`src/rtl/ipv4p_pkg.sv`:
```
`default_nettype none
// ----------------------------------------------------------------------------
// IPv4 dotted-decimal parser package
// Shared types and character constants for the parser, its core and channels.
// ----------------------------------------------------------------------------
package ipv4p_pkg;

  localparam logic [7:0] CHAR_NUL  = 8'h00;
  localparam logic [7:0] CHAR_DOT  = 8'h2E;
  localparam logic [7:0] CHAR_ZERO = 8'h30;
  localparam logic [7:0] CHAR_NINE = 8'h39;

  localparam logic [9:0] BYTE_LIMIT      = 10'd255;
  localparam logic [2:0] FIELD_MAX_CHARS = 3'd3;
  localparam logic [1:0] LAST_FIELD      = 2'd3;

  typedef enum logic [1:0] {
    ST_OK    = 2'd0,
    ST_LONG  = 2'd1,
    ST_FEW   = 2'd2,
    ST_RANGE = 2'd3
  } status_t;

  typedef struct packed {
    logic [31:0] address;
    status_t     status;
  } result_t;

endpackage : ipv4p_pkg
`default_nettype wire

```
`src/rtl/ipv4p_char_if.sv`:
```
`default_nettype none
// ----------------------------------------------------------------------------
// Character channel
// Valid/ready channel carrying one string character per request.
// ----------------------------------------------------------------------------
interface ipv4p_char_if;

  logic       valid;
  logic       ready;
  logic [7:0] character;

  modport source (output valid, output character, input ready);
  modport sink   (input valid, input character, output ready);

endinterface : ipv4p_char_if
`default_nettype wire

```
`src/rtl/ipv4p_addr_if.sv`:
```
`default_nettype none
// ----------------------------------------------------------------------------
// Address result channel
// Valid/ready channel carrying the packed address and parse status.
// ----------------------------------------------------------------------------
interface ipv4p_addr_if
  import ipv4p_pkg::*;
();

  logic        valid;
  logic        ready;
  logic [31:0] address;
  status_t     status;

  modport source (output valid, output address, output status, input ready);
  modport sink   (input valid, input address, input status, output ready);

endinterface : ipv4p_addr_if
`default_nettype wire

```
`src/rtl/ipv4p_core.sv`:
```
`default_nettype none
// ----------------------------------------------------------------------------
// IPv4 parser core
// Holds the per-string parse state and updates it by one character per
// advance; forms the packed address and status when the terminator arrives.
// ----------------------------------------------------------------------------
module ipv4p_core
  import ipv4p_pkg::*;
(
  input  wire logic       clk,
  input  wire logic       rst_n,
  input  wire logic       advance_i,
  input  wire logic [7:0] char_i,
  input  wire logic       byte_order_i,
  output result_t         result_o
);

  logic [1:0]  field_index_r,  field_index_nxt;
  logic [2:0]  field_length_r, field_length_nxt;
  logic [9:0]  field_value_r,  field_value_nxt;
  logic        digits_ended_r, digits_ended_nxt;
  logic [23:0] done_bytes_r,   done_bytes_nxt;
  logic        length_fault_r, length_fault_nxt;
  logic        range_fault_r,  range_fault_nxt;

  logic        is_digit;
  logic [7:0]  digit_full;
  logic [9:0]  value_times_ten;
  logic [31:0] host_addr;

  // Classify the character and form the next accumulated value
  always_comb begin
    is_digit        = char_i inside {[CHAR_ZERO:CHAR_NINE]};
    digit_full      = char_i - CHAR_ZERO;
    value_times_ten = (field_value_r << 3) + (field_value_r << 1);
  end

  // Next parse state for the character at hand
  always_comb begin
    field_index_nxt  = field_index_r;
    field_length_nxt = field_length_r;
    field_value_nxt  = field_value_r;
    digits_ended_nxt = digits_ended_r;
    done_bytes_nxt   = done_bytes_r;
    length_fault_nxt = length_fault_r;
    range_fault_nxt  = range_fault_r;
    if (char_i == CHAR_NUL) begin
      // Terminator: start over for the next string
      field_index_nxt  = '0;
      field_length_nxt = '0;
      field_value_nxt  = '0;
      digits_ended_nxt = 1'b0;
      done_bytes_nxt   = '0;
      length_fault_nxt = 1'b0;
      range_fault_nxt  = 1'b0;
    end else if (char_i == CHAR_DOT && field_index_r != LAST_FIELD) begin
      // Close the field and shift its low byte in
      range_fault_nxt  = range_fault_r | (field_value_r > BYTE_LIMIT);
      done_bytes_nxt   = {done_bytes_r[15:0], field_value_r[7:0]};
      field_index_nxt  = field_index_r + 2'd1;
      field_length_nxt = '0;
      field_value_nxt  = '0;
      digits_ended_nxt = 1'b0;
    end else if (field_length_r >= FIELD_MAX_CHARS) begin
      // Overlong field: flag and drop the character
      length_fault_nxt = 1'b1;
    end else begin
      field_length_nxt = field_length_r + 3'd1;
      if (is_digit) begin
        if (!digits_ended_r) begin
          field_value_nxt = value_times_ten + {6'd0, digit_full[3:0]};
        end
      end else begin
        digits_ended_nxt = 1'b1;
      end
    end
  end

  // Result for a terminator arriving now
  always_comb begin
    host_addr         = {done_bytes_r, field_value_r[7:0]};
    result_o.address  = '0;
    if (length_fault_r) begin
      result_o.status = ST_LONG;
    end else if (field_index_r != LAST_FIELD) begin
      result_o.status = ST_FEW;
    end else if (range_fault_r || field_value_r > BYTE_LIMIT) begin
      result_o.status = ST_RANGE;
    end else begin
      result_o.status = ST_OK;
      if (byte_order_i) begin
        result_o.address = {host_addr[7:0], host_addr[15:8],
                            host_addr[23:16], host_addr[31:24]};
      end else begin
        result_o.address = host_addr;
      end
    end
  end

  // Hold parse state; advance on each processed character
  always_ff @(posedge clk) begin
    if (!rst_n) begin
      field_index_r  <= '0;
      field_length_r <= '0;
      field_value_r  <= '0;
      digits_ended_r <= 1'b0;
      done_bytes_r   <= '0;
      length_fault_r <= 1'b0;
      range_fault_r  <= 1'b0;
    end else if (advance_i) begin
      field_index_r  <= field_index_nxt;
      field_length_r <= field_length_nxt;
      field_value_r  <= field_value_nxt;
      digits_ended_r <= digits_ended_nxt;
      done_bytes_r   <= done_bytes_nxt;
      length_fault_r <= length_fault_nxt;
      range_fault_r  <= range_fault_nxt;
    end
  end

endmodule : ipv4p_core
`default_nettype wire

```
`src/rtl/ipv4_dotted_decimal_parser_top.sv`:
```
`default_nettype none
// ----------------------------------------------------------------------------
// IPv4 dotted-decimal parser
// Parses a NUL-terminated dotted-decimal string into a 32-bit address.
// ----------------------------------------------------------------------------
// Send the string one character per request on in_ch, ending with NUL (0).
// Each character is registered, then folded into the parse state. The NUL
// produces one request on out_ch with the packed address and a status (0 ok,
// 1 field too long, 2 too few fields, 3 value over 255; the address is 0
// unless ok). A new character is taken every cycle while no NUL is stalled.
// The accepted NUL passes from the input register to the result register,
// where out_ch can take the result. The single result register sets the pace
// only while a result waits: a further NUL stalls until out_ch takes the
// earlier one. Set the byte order with cfg_we and cfg_wdata (0: first field
// in bits 31..24, 1: first field in bits 7..0), only while the block is idle.
module ipv4_dotted_decimal_parser_top
  import ipv4p_pkg::*;
(
  input  wire logic   clk,
  input  wire logic   rst_n,
  input  wire logic   cfg_we,
  input  wire logic   cfg_wdata,
  ipv4p_char_if.sink  in_ch,
  ipv4p_addr_if.source out_ch
);

  logic       byte_order_r;
  logic       char_valid_r;
  logic [7:0] char_r;
  logic       out_valid_r;
  result_t    out_result_r;
  result_t    core_result;
  logic       out_free;
  logic       advance;
  logic       is_term;

  // Stage control: a non-terminator always moves on; a terminator needs room
  assign out_free = !out_valid_r || out_ch.ready;
  assign is_term  = (char_r == CHAR_NUL);
  assign advance  = char_valid_r && (!is_term || out_free);
  assign in_ch.ready = !char_valid_r || advance;

  // Hold the byte order register
  always_ff @(posedge clk) begin
    if (!rst_n) begin
      byte_order_r <= 1'b0;
    end else if (cfg_we) begin
      byte_order_r <= cfg_wdata;
    end
  end

  // Input register
  always_ff @(posedge clk) begin
    if (!rst_n) begin
      char_valid_r <= 1'b0;
    end else if (in_ch.ready) begin
      char_valid_r <= in_ch.valid;
    end
  end

  always_ff @(posedge clk) begin
    if (in_ch.ready && in_ch.valid) begin
      char_r <= in_ch.character;
    end
  end

  ipv4p_core u_core (
    .clk          (clk),
    .rst_n        (rst_n),
    .advance_i    (advance),
    .char_i       (char_r),
    .byte_order_i (byte_order_r),
    .result_o     (core_result)
  );

  // Result register
  always_ff @(posedge clk) begin
    if (!rst_n) begin
      out_valid_r <= 1'b0;
    end else if (out_free) begin
      out_valid_r <= advance && is_term;
    end
  end

  always_ff @(posedge clk) begin
    if (out_free && advance && is_term) begin
      out_result_r <= core_result;
    end
  end

  assign out_ch.valid   = out_valid_r;
  assign out_ch.address = out_result_r.address;
  assign out_ch.status  = out_result_r.status;

  // A failed parse never shows an address
  a_addr_zero_on_fault: assert property (@(posedge clk) disable iff (!rst_n)
    out_ch.valid && out_ch.status != ST_OK |-> out_ch.address == 32'd0)
    else $error("nonzero address with fault status");

  // A processed terminator yields a result in the next cycle
  a_term_gives_result: assert property (@(posedge clk) disable iff (!rst_n)
    advance && is_term |=> out_valid_r)
    else $error("terminator processed without result");

  // A terminator blocked by a waiting result stays in the input register
  a_term_held: assert property (@(posedge clk) disable iff (!rst_n)
    char_valid_r && is_term && !out_free |=> char_valid_r && $stable(char_r))
    else $error("blocked terminator lost");

endmodule : ipv4_dotted_decimal_parser_top
`default_nettype wire

```
`src/flat_wrapper.sv`:
```
// flat-port wrapper written by rule: the top's interface ports become plain ports
module ipv4_dotted_decimal_parser_top_flat import ipv4p_pkg::*;
  (clk, rst_n, cfg_we, cfg_wdata, in_ch_valid, in_ch_character, in_ch_ready, out_ch_valid, out_ch_address, out_ch_status, out_ch_ready);
  ipv4p_char_if in_ch_i ();
  ipv4p_addr_if out_ch_i ();
  input  wire logic clk;
  input  wire logic rst_n;
  input  wire logic cfg_we;
  input  wire logic cfg_wdata;
  input wire logic [$bits(in_ch_i.valid)-1:0] in_ch_valid;
  input wire logic [$bits(in_ch_i.character)-1:0] in_ch_character;
  output wire logic [$bits(in_ch_i.ready)-1:0] in_ch_ready;
  output wire logic [$bits(out_ch_i.valid)-1:0] out_ch_valid;
  output wire logic [$bits(out_ch_i.address)-1:0] out_ch_address;
  output wire logic [$bits(out_ch_i.status)-1:0] out_ch_status;
  input wire logic [$bits(out_ch_i.ready)-1:0] out_ch_ready;
  assign in_ch_i.valid = in_ch_valid;
  assign in_ch_i.character = in_ch_character;
  assign in_ch_ready = in_ch_i.ready;
  assign out_ch_valid = out_ch_i.valid;
  assign out_ch_address = out_ch_i.address;
  assign out_ch_status = out_ch_i.status;
  assign out_ch_i.ready = out_ch_ready;
  ipv4_dotted_decimal_parser_top u_core (.clk(clk), .rst_n(rst_n), .cfg_we(cfg_we), .cfg_wdata(cfg_wdata), .in_ch(in_ch_i), .out_ch(out_ch_i));
endmodule
```
`config.mk`:
```
export PLATFORM = sky130hd
export DESIGN_NAME = ipv4_dotted_decimal_parser_top_flat
export DESIGN_NICKNAME = d
export VERILOG_FILES = /design/src/rtl/ipv4p_pkg.sv /design/src/rtl/ipv4p_char_if.sv /design/src/rtl/ipv4p_addr_if.sv /design/src/rtl/ipv4p_core.sv /design/src/rtl/ipv4_dotted_decimal_parser_top.sv /design/src/flat_wrapper.sv
export SDC_FILE = /design/constraint.sdc
export NUM_CORES = 1
export LEC_CHECK = 0
export ABC_AREA = 1
export BUFFER_PORTS_ARGS = -buffer_cell sky130_fd_sc_hd__buf_2
export CAP_MARGIN = 40
export CORE_ASPECT_RATIO = 1.5
export CORE_MARGIN = 1
export CORE_UTILIZATION = 50
export DETAILED_ROUTE_END_ITERATION = 10
export GPL_ROUTABILITY_DRIVEN = 0
export MAX_ROUTING_LAYER = met4
export PLACE_DENSITY = 0.73
export SKIP_LAST_GASP = 1
export SYNTH_ARGS = -nofsm -noshare
export SYNTH_HDL_FRONTEND = slang
export SYNTH_SLANG_ARGS = --single-unit
export TNS_END_PERCENT = 30
```
`constraint.sdc`:
```
create_clock -name clk -period 2.34 [get_ports clk]
set_input_delay 0.351 -clock clk [delete_from_list [all_inputs] [get_ports clk]]
set_output_delay 0.351 -clock clk [all_outputs]
set_load 0.005 [all_outputs]
```
==> flow_summary.toml, run 1 <==
[yosys]
async_flop_share_pct = 0
yosys-top-cells-area = "edfxtp_1 29%, dfxtp_1 21%, nand2_1 9.0%"
synthMostInstantiatedCell = "nand2_1"
syn_avg_cell_area_um2 = 8.87
synth_edf_count = 42
synthXorXnorAreaFrac_pct = 0.404
yosysWarningCount = 0
synth_top_family_by_area = "simple AND/OR/NAND/NOR gates"
synth_area_mm2 = 0.00434
synth_compound_area_share_pct = 11.1
synth-simple-area-share_pct = 25.8
synth.distinct_cells = 37
synthAdderAreaFrac_pct = 5.83
synth_top_area_share_pct = 29.1
synthFlopType = "dfxtp_1"
syn_inst = 489
muxShareOfSynthArea_pct = 0
synth_seq_cells = 87
synth_commonest_cells = "104 x nand2_1, 74 x nand3_1, 45 x dfxtp_1, 43 x a21oi_1"
ys_seq_area_share_pct = 49.9
synth_nets = 522
synth.largest_area_cell = "edfxtp_1"

[clocking]
clk_pin_slew_ps = 60
clock_latency_ps = 350
h-tree-depth = 3
ctsLongestPathBuffers = 2
cts_root_buf = "clkbuf_16"
cts_tree = "yes"
cts_buffers = 9
clock-sinks = 87
ctsHoldBuffers = 0

[floorplan]
num_rows = 41
io_pins = 50
dieWidth_um = 78.0
fp.coreArea_mm2 = 0.00841
die-area_mm2 = 0.00905
start_util_pct = 51.5
chipHeight_um = 116

[critical_path]
path_class = "reg -> reg"
r2r_slack_ps = 140
setup.worst_path.end_class = "flop"
arrival_ps = 2420
cp.required_ps = 2570
start_kind = "flop"
worstPathMaxFanout = 3

[sta]
rsz0062_at_grt = "no"
max_slew_margin_pct = 47.6
fin_crit_sh_pct = 93.9
fin_skew_ps = 7.23
hold_viol = 0
finalCriticalPeriod_ps = 2200
worst_slew_pin_slew_ps = 782
setup_violations = 0
slew_viol_final = 0
tns_ps = 0
max_freq_ghz = 0.455

[detailed_routing]
drt-pass1-iter-count = 4
wl_mm = 9.20
ant_nets = 0
drc = 0
via_count = 3482
wl_per_cell_um = 14.1
first_iter_violations = 271
routed_via_density = 5.35

[worst_hold_path]
hold_path.class = "in -> reg"

[cells_and_area]
post-route-util_pct = 59.3
final_nets = 572
insertedDiodeCount = 0
nFillCells = 734
area_delta_synth_final_pct = 15.1
drive_gt1_share_pct = 22.1

[power_and_ir_drop]
p_leak_nw = 2.05
p_per_area_mw_per_mm2 = 617
max-vdd-ir-drop_uv = 428

[global_route]
grt_max_degree = 39
antenna_found_initial = 0
grt_util_all_layers_pct = 23.0
grt_pass1_wl_mm = 15.2
grt_overflow = 0
grt_pass1_vias = 3315

[job]
maxCapViolCount = 0

[place]
io_buffers = 49
dp_hpwl_mm = 6.62

[run_status]
status = "finished, final reports clean"
## metal layers
layer / track usage [%] / share of wire [%]
met1: 22.8 / 37
met2: 40.8 / 54
met3: 3.07 / 3.0
met4: 17.5 / 5.6
met5: - / 0
## final timing paths
path	startpoint	to	depth (start not counted)
worst min register to register	u_core.u_core.digits_ended_r$_SDFFE_PN0P_	u_core.u_core.digits_ended_r$_SDFFE_PN0P_	2
worst max-delay path	u_core.u_core.field_value_r[0]$_SDFFE_PN0P_	u_core.u_core.field_value_r[6]$_SDFFE_PN0P_	11
worst max register to register	u_core.u_core.field_value_r[0]$_SDFFE_PN0P_	u_core.u_core.field_value_r[6]$_SDFFE_PN0P_	11
worst min-delay path	in_ch_character[2]	u_core.char_r[2]$_DFFE_PP_	1
## through the flow
stage          setup WS (ps)  instance area, um^2  total power, mW  cells  hold slack, ps
5_1_grt                 28.0                 4990             3.17    651             172
3_3_place_gp             160                 4710             1.78    635             456
3_5_place_dp             101                 4710             1.78    635             465
6_report                 142                 4990             3.08    651             174
2_1_floorplan            147                 4340             1.74    489             438
4_1_cts                 74.6                 4990             3.09    651             170
## cells by family (layout without fill, tap and decap cells)
family          count (synthesis)  after routing
simple gates                  235            235
flops                          87             87
compound gates                 77             77
buf+inv                        69            124
fa+ha+maj                      19             19
xor+xnor                        2              2
## where the power goes
group          total [mW]  internal (mW)  switching (mW)
combinational       0.132         0.0404          0.0919
clock                1.33          0.742           0.587
sequential           1.62           1.60          0.0125
total                3.08           2.39           0.692
## placed cells by master, fill, tap and decap left out, types with 3 or more instances in the layout
master / count
inv_1: 42
dfxtp_1: 45
nand3_1: 74
buf_4: 12
nand2_1: 104
nor2_2: 4
clkinv_2: 3
clkinv_1: 3
nor2_1: 31
clkbuf_16: 9
buf_2: 49
o21ai_2: 19
a21oi_1: 43
o21ai_0: 4
ha_1: 17
o22ai_1: 3
edfxtp_1: 42
nand3b_1: 4
o21ai_1: 4
nand2_2: 4
## layout make-up
type                            count  area [um^2]  area share (%)
Inverter                           45          171            3.44
Sequential cell                    87         2160            43.3
Timing Repair Buffer               63          375            7.52
Clock inverter                      6         35.0           0.702
Multi-Input combinational cell    333         1870            37.5
Tap cell                          107          134            2.68
Clock buffer                       10          239            4.79
## sequential cells by signal (all words and copies together), names as in the netlist
signal and cells:
u_core.byte_order_r 1, u_core.char_r 8, u_core.char_valid_r 1, u_core.out_ch.address 32, u_core.out_ch.status 2, u_core.out_ch.valid 1, u_core.u_core.digits_ended_r 1, u_core.u_core.done_bytes_r 24
u_core.u_core.field_index_r 2, u_core.u_core.field_length_r 3, u_core.u_core.field_value_r 10, u_core.u_core.length_fault_r 1, u_core.u_core.range_fault_r 1
## worst max-delay path: stages, from the launching register on
cell     delay (ps)
dfxtp_1         320
inv_1            70
fa_1            540
inv_1            70
fa_2            420
nand2_1          80
nand2_1          60
or2_2           270
nand3_1          70
nor2_1           50
nand2_1          60
a21oi_1          60
## timing repair
action	CTS	global route
gates resized for setup	0	1
endpoints found under the setup margin	0	2
setup buffers	0	0
(Power assumes the default switching activity.)
==> inputs of run 2 (changes only) <==
--- a/config.mk
+++ b/config.mk
@@ -14,7 +14,7 @@
 export DETAILED_ROUTE_END_ITERATION = 10
 export GPL_ROUTABILITY_DRIVEN = 0
 export MAX_ROUTING_LAYER = met4
-export PLACE_DENSITY = 0.73
+export PLACE_DENSITY = 0.7
 export SKIP_LAST_GASP = 1
 export SYNTH_ARGS = -nofsm -noshare
 export SYNTH_HDL_FRONTEND = slang
==> constraint.sdc (replaced) <==
create_clock -name clk -period 2.16 [get_ports clk]
set_input_delay 0.324 -clock clk [delete_from_list [all_inputs] [get_ports clk]]
set_output_delay 0.324 -clock clk [all_outputs]
set_load 0.005 [all_outputs]
==> run 2 against run 1 <==
Compared with the run above:
- the flow now finishes with violations (setup timing)
- register-to-register slack worse by 150 ps
- critical path type unchanged
- power is 8.7% higher
- via count increased by 2.7%
- die area unchanged
- first-iteration DRC count up 17%
- flip-flop and latch count unchanged
- setup slack lost 150 ps
- final cell count rose by 1.1%
- clock skew rose by 0.66 ps
- hold slack worse by 19 ps
- highest routed layer unchanged
==> flow_summary.toml, run 2 (synthesis results as in run 1) <==
[sta]
rsz0062_at_grt = "yes"
setup_ws_ps = -8.81
worst_slew_pin_slew_ps = 399
fin_crit_sh_pct = 100
max_freq_ghz = 0.461
hold_ws_ps = 155
fin_skew_ps = 7.89
max_slew_margin_pct = 73.2
finalCriticalPeriod_ps = 2170
setup_violations = 1
hold_viol = 0
slew_viol_final = 0

[clocking]
h-tree-depth = 3
ctsLongestPathBuffers = 2
cts_tree = "yes"
ctsHoldBuffers = 0
clock-sinks = 87
clk_pin_slew_ps = 60
cts_buffers = 9
cts_root_buf = "clkbuf_16"
clock_latency_ps = 340

[critical_path]
regToRegEndpoint = "u_core.u_core.field_value_r[6]$_SDFFE_PN0P_"
arrival_ps = 2390
r2r_start = "u_core.char_r[3]$_DFFE_PP_"
start_kind = "flop"
r2r_slack_ps = -9
path_class = "reg -> reg"
cp.required_ps = 2380
worstPathMaxFanout = 3
setup.worst_path.end_class = "flop"
worstRegToRegCells = 11

[global_route]
grt_pass1_vias = 3341
grt_util_all_layers_pct = 23.5
grt_overflow = 0
antenna_found_initial = 0
grt_pass1_wl_mm = 15.7
grt_max_degree = 39

[detailed_routing]
first_iter_violations = 318
wl_per_cell_um = 14.2
ant_nets = 0
routed_via_density = 5.43
via_count = 3575
wl_mm = 9.34
drt-pass1-iter-count = 7
drc = 0

[cells_and_area]
insertedDiodeCount = 0
post-route-util_pct = 60.3
area_delta_synth_final_pct = 17.1
final_common_cell = "nand2_1"
drive_gt1_share_pct = 24.3
final_nets = 579
layout_common_cells = "104 x nand2_1, 72 x nand3_1, 49 x buf_2, 45 x dfxtp_1, 42 x edfxtp_1"
largest_register_ff_count = 32

[place]
io_buffers = 49
dp_hpwl_mm = 6.46

[floorplan]
chipHeight_um = 116
start_util_pct = 51.5
fp.coreArea_mm2 = 0.00841
dieWidth_um = 78.0
num_rows = 41
die-area_mm2 = 0.00905
io_pins = 50

[run_status]
violations = "setup timing"
status = "complete, but fails checks"

[power_and_ir_drop]
p_leak_nw = 2.08
p_per_area_mw_per_mm2 = 659
max-vdd-ir-drop_uv = 493

[worst_hold_path]
hp-start = "in_ch_character[3]"
hold_path.class = "in -> reg"
holdPathStages = 1
min_to = "u_core.char_r[3]$_DFFE_PP_"

[job]
maxCapViolCount = 0
run 2: area by class of cell:
| cell class | instances | area, um^2 |
|---|---|---|
| clock buffers | 10 | 229 |
| inverters | 45 | 171 |
| clock inverters | 6 | 45.0 |
| flip-flops and latches | 87 | 2160 |
| repair buffers | 70 | 440 |
| multi-input cells | 333 | 1890 |
| well taps | 107 | 134 |
| fillers | 742 | 3340 |
run 2: per-layer routing:
metal	part of all wire [%]	track usage, %
met4	4.8	15.4
met2	52	39.8
met1	40	25.1
met3	3.7	4.41
met5	0	-
run 2: critical path, stage by stage, from the launching register on:
cell      delay (ps)
edfxtp_1         370
inv_2             60
fa_1             560
inv_2             60
fa_2             410
nand2_1           70
nand2_1           60
or2_4            230
nand3_2           60
nor2_2            40
nand2_1           70
a21oi_1           60
run 2: what timing repair did:
item                       in CTS  in global routing
cloned                          0                  0
gates resized for setup         0                  8
pin swaps                       1                  5
setup endpoints to repair       1                  4
buffers inserted                2                  1
run 2: worst max-delay path by stage:
stage                                                 from                                           to  slack, ps  cells after the start
2_1_floorplan  u_core.u_core.field_value_r[0]$_SDFFE_PN0P_  u_core.u_core.field_value_r[6]$_SDFFE_PN0P_         40                     11
3_3_place_gp   u_core.u_core.field_value_r[0]$_SDFFE_PN0P_  u_core.u_core.field_value_r[6]$_SDFFE_PN0P_         50                     11
3_5_place_dp   u_core.u_core.field_value_r[0]$_SDFFE_PN0P_  u_core.u_core.field_value_r[6]$_SDFFE_PN0P_        -30                     11
4_1_cts        u_core.u_core.field_value_r[0]$_SDFFE_PN0P_  u_core.u_core.field_value_r[6]$_SDFFE_PN0P_          6                     11
5_1_grt                         u_core.char_r[3]$_DFFE_PP_  u_core.u_core.field_value_r[8]$_SDFFE_PN0P_       -130                     11
6_report                        u_core.char_r[3]$_DFFE_PP_  u_core.u_core.field_value_r[6]$_SDFFE_PN0P_         -9                     11
run 2: power breakdown:
group	internal, mW	leakage, nW	switching, mW
combinational	0.0501	1.16	0.101
clock	0.785	0.126	0.657
sequential	1.74	0.786	0.0139
total	2.57	2.08	0.772
run 2: through the flow:
stage | TNS [ps] | total power, mW | cells | instance area (um^2) | worst slack (ps)
detailed placement | -33.9 | 1.93 | 639 | 4760 | -33.9
global route | -393 | 3.45 | 658 | 5080 | -128
floorplan | 0 | 1.89 | 489 | 4340 | 35.2
global placement | 0 | 1.93 | 639 | 4760 | 54.9
finish | -8.81 | 3.35 | 658 | 5080 | -8.81
CTS | 0 | 3.35 | 657 | 5050 | 6.47
==> inputs of run 3 (changes only) <==
--- a/config.mk
+++ b/config.mk
@@ -8,13 +8,13 @@
 export ABC_AREA = 1
 export BUFFER_PORTS_ARGS = -buffer_cell sky130_fd_sc_hd__buf_2
 export CAP_MARGIN = 40
-export CORE_ASPECT_RATIO = 1.5
 export CORE_MARGIN = 1
 export CORE_UTILIZATION = 50
 export DETAILED_ROUTE_END_ITERATION = 10
 export GPL_ROUTABILITY_DRIVEN = 0
 export MAX_ROUTING_LAYER = met4
 export PLACE_DENSITY = 0.7
+export SETUP_SLACK_MARGIN = 0.1
 export SKIP_LAST_GASP = 1
 export SYNTH_ARGS = -nofsm -noshare
 export SYNTH_HDL_FRONTEND = slang
==> run 3 against run 2 <==
Compared with the run above:
- the flow now finishes without violations
- sequential share of layout area rose by 0.61 points
- non-clock buffer count shrank 1
- utilization increased by 0.074 points
- flip-flop and latch count unchanged
- hold slack worse by 12 ps
- critical path depth is the same
- clock power is 20% lower
- wire length is 1.4% lower
- setup slack better by 130 ps
- critical path type unchanged
- critical endpoint unchanged
- largest power group unchanged
==> flow_summary.toml, run 3 (synthesis results as in run 1) <==
[power_and_ir_drop]
p_leak_nw = 2.04
p_per_area_mw_per_mm2 = 608
max-vdd-ir-drop_uv = 366

[sta]
setup_ws_ps = 121
worst_slew_pin_slew_ps = 426
slew_viol_final = 0
hold_viol = 0
fin_crit_sh_pct = 94.4
fin_skew_ps = 9.40
max_freq_ghz = 0.490
finalCriticalPeriod_ps = 2040
tns_ps = 0
rsz0062_at_grt = "yes"
max_slew_margin_pct = 71.4
setup_violations = 0

[global_route]
grt_pass1_vias = 3252
grt_util_all_layers_pct = 22.6
grt_max_degree = 35
antenna_found_initial = 0
grt_pass1_wl_mm = 15.1
grt_overflow = 0

[cells_and_area]
drive_gt1_share_pct = 26.0
final_common_cell = "nand2_1"
area_delta_synth_final_pct = 15.6
nFillCells = 730
insertedDiodeCount = 0
layout_common_cells = "100 x nand2_1, 71 x nand3_1, 49 x buf_2"
final_nets = 578
largest_register_ff_count = 32

[floorplan]
num_rows = 33
chipHeight_um = 95.1
dieWidth_um = 95.1
fp.coreArea_mm2 = 0.00830
start_util_pct = 52.2
die-area_mm2 = 0.00905
io_pins = 50

[detailed_routing]
first_iter_violations = 186
ant_nets = 0
wl_per_cell_um = 14.1
routed_via_density = 5.40
via_count = 3534
wl_mm = 9.21
drt-pass1-iter-count = 4
drc = 0

[job]
maxCapViolCount = 0

[critical_path]
r2r_slack_ps = 120
worstPathMaxFanout = 3
path_class = "reg -> reg"
start_kind = "flop"
cp.required_ps = 2400
arrival_ps = 2280
setup.worst_path.end_class = "flop"

[place]
io_buffers = 49
place_ws_ps = 5.83
dp_hpwl_mm = 6.35

[clocking]
clock-sinks = 87
clk_pin_slew_ps = 80
ctsHoldBuffers = 0
h-tree-depth = 3
cts_buffers = 9
clock_latency_ps = 360
cts_tree = "yes"
cts_root_buf = "clkbuf_8"
ctsLongestPathBuffers = 2

[worst_hold_path]
hold_path.class = "in -> reg"

[run_status]
status = "finished, final reports clean"
[run 3: changes by cell type in the layout (fill, tap and decap cells not counted), moves of 4 or more]
cell | previous run | this run
clkbuf_16 | 9 | 0
clkbuf_8 | 0 | 9
nand2_1 | 104 | 100
nand2_2 | 4 | 8
[run 3: per-stage QoR]
step	cell area, um^2	power, mW	util (%)	cells	hold WS [ps]
after floorplan	4340	1.89	-	489	423
after global placement	4730	1.93	57.0	635	462
after detailed placement	4730	1.93	57.0	635	470
after CTS	4960	3.06	59.8	654	127
after global routing	5010	3.15	60.4	655	123
final	5010	3.05	60.4	655	143
[run 3: layout make-up]
cell class | count | area [um^2] | area share [%]
timing repair buffer | 69 | 424 | 8.46
tap | 105 | 131 | 2.62
clock buffer | 10 | 128 | 2.55
inverter | 45 | 174 | 3.47
multi-input combinational | 333 | 1920 | 38.3
clock inverter | 6 | 70.1 | 1.40
sequential | 87 | 2170 | 43.2
[run 3: worst paths after layout]
| check | from | to | depth (start not counted) |
|---|---|---|---|
| setup / recovery | u_core.u_core.field_value_r[0]$_SDFFE_PN0P_ | u_core.u_core.field_value_r[6]$_SDFFE_PN0P_ | 11 |
| hold / removal | in_ch_character[4] | u_core.char_r[4]$_DFFE_PP_ | 1 |
| setup reg to reg | u_core.u_core.field_value_r[0]$_SDFFE_PN0P_ | u_core.u_core.field_value_r[6]$_SDFFE_PN0P_ | 11 |
| hold reg to reg | u_core.u_core.digits_ended_r$_SDFFE_PN0P_ | u_core.u_core.digits_ended_r$_SDFFE_PN0P_ | 2 |
[run 3: layer usage]
| layer | global-route usage (%) | vias to the layer above | wire length [um] |
|---|---|---|---|
| met1 | 28.0 | 1659 | 4120 |
| li1 | - | 1772 | - |
| met3 | 3.75 | 17 | 342 |
| met2 | 36.3 | 86 | 4550 |
| met5 | - | - | 0 |
| met4 | 10.1 | 0 | 202 |
[run 3: repair_timing]
item / in CTS / in global routing
gates resized for setup: 5 / 13
pin swaps: 3 / 5
endpoints found under the setup margin: 1 / 13
setup buffers: 3 / 1
[run 3: worst max-delay path: stages, from the launching register on]
cell     delay (ps)
dfxtp_2         340
inv_2            40
fa_1            540
inv_2            50
fa_2            370
nand2_2         100
nand2_2          50
or2_4           220
nand3_2          50
nor2_1           40
nand2_1          60
a21oi_1          60
[run 3: where the power goes]
part           internal, mW  leakage [nW]  total, mW  switching, mW
Combinational        0.0482          1.15      0.146         0.0981
Clock                 0.544         0.101       1.15          0.602
Sequential             1.74         0.787       1.75         0.0174
Total                  2.33          2.04       3.05          0.718
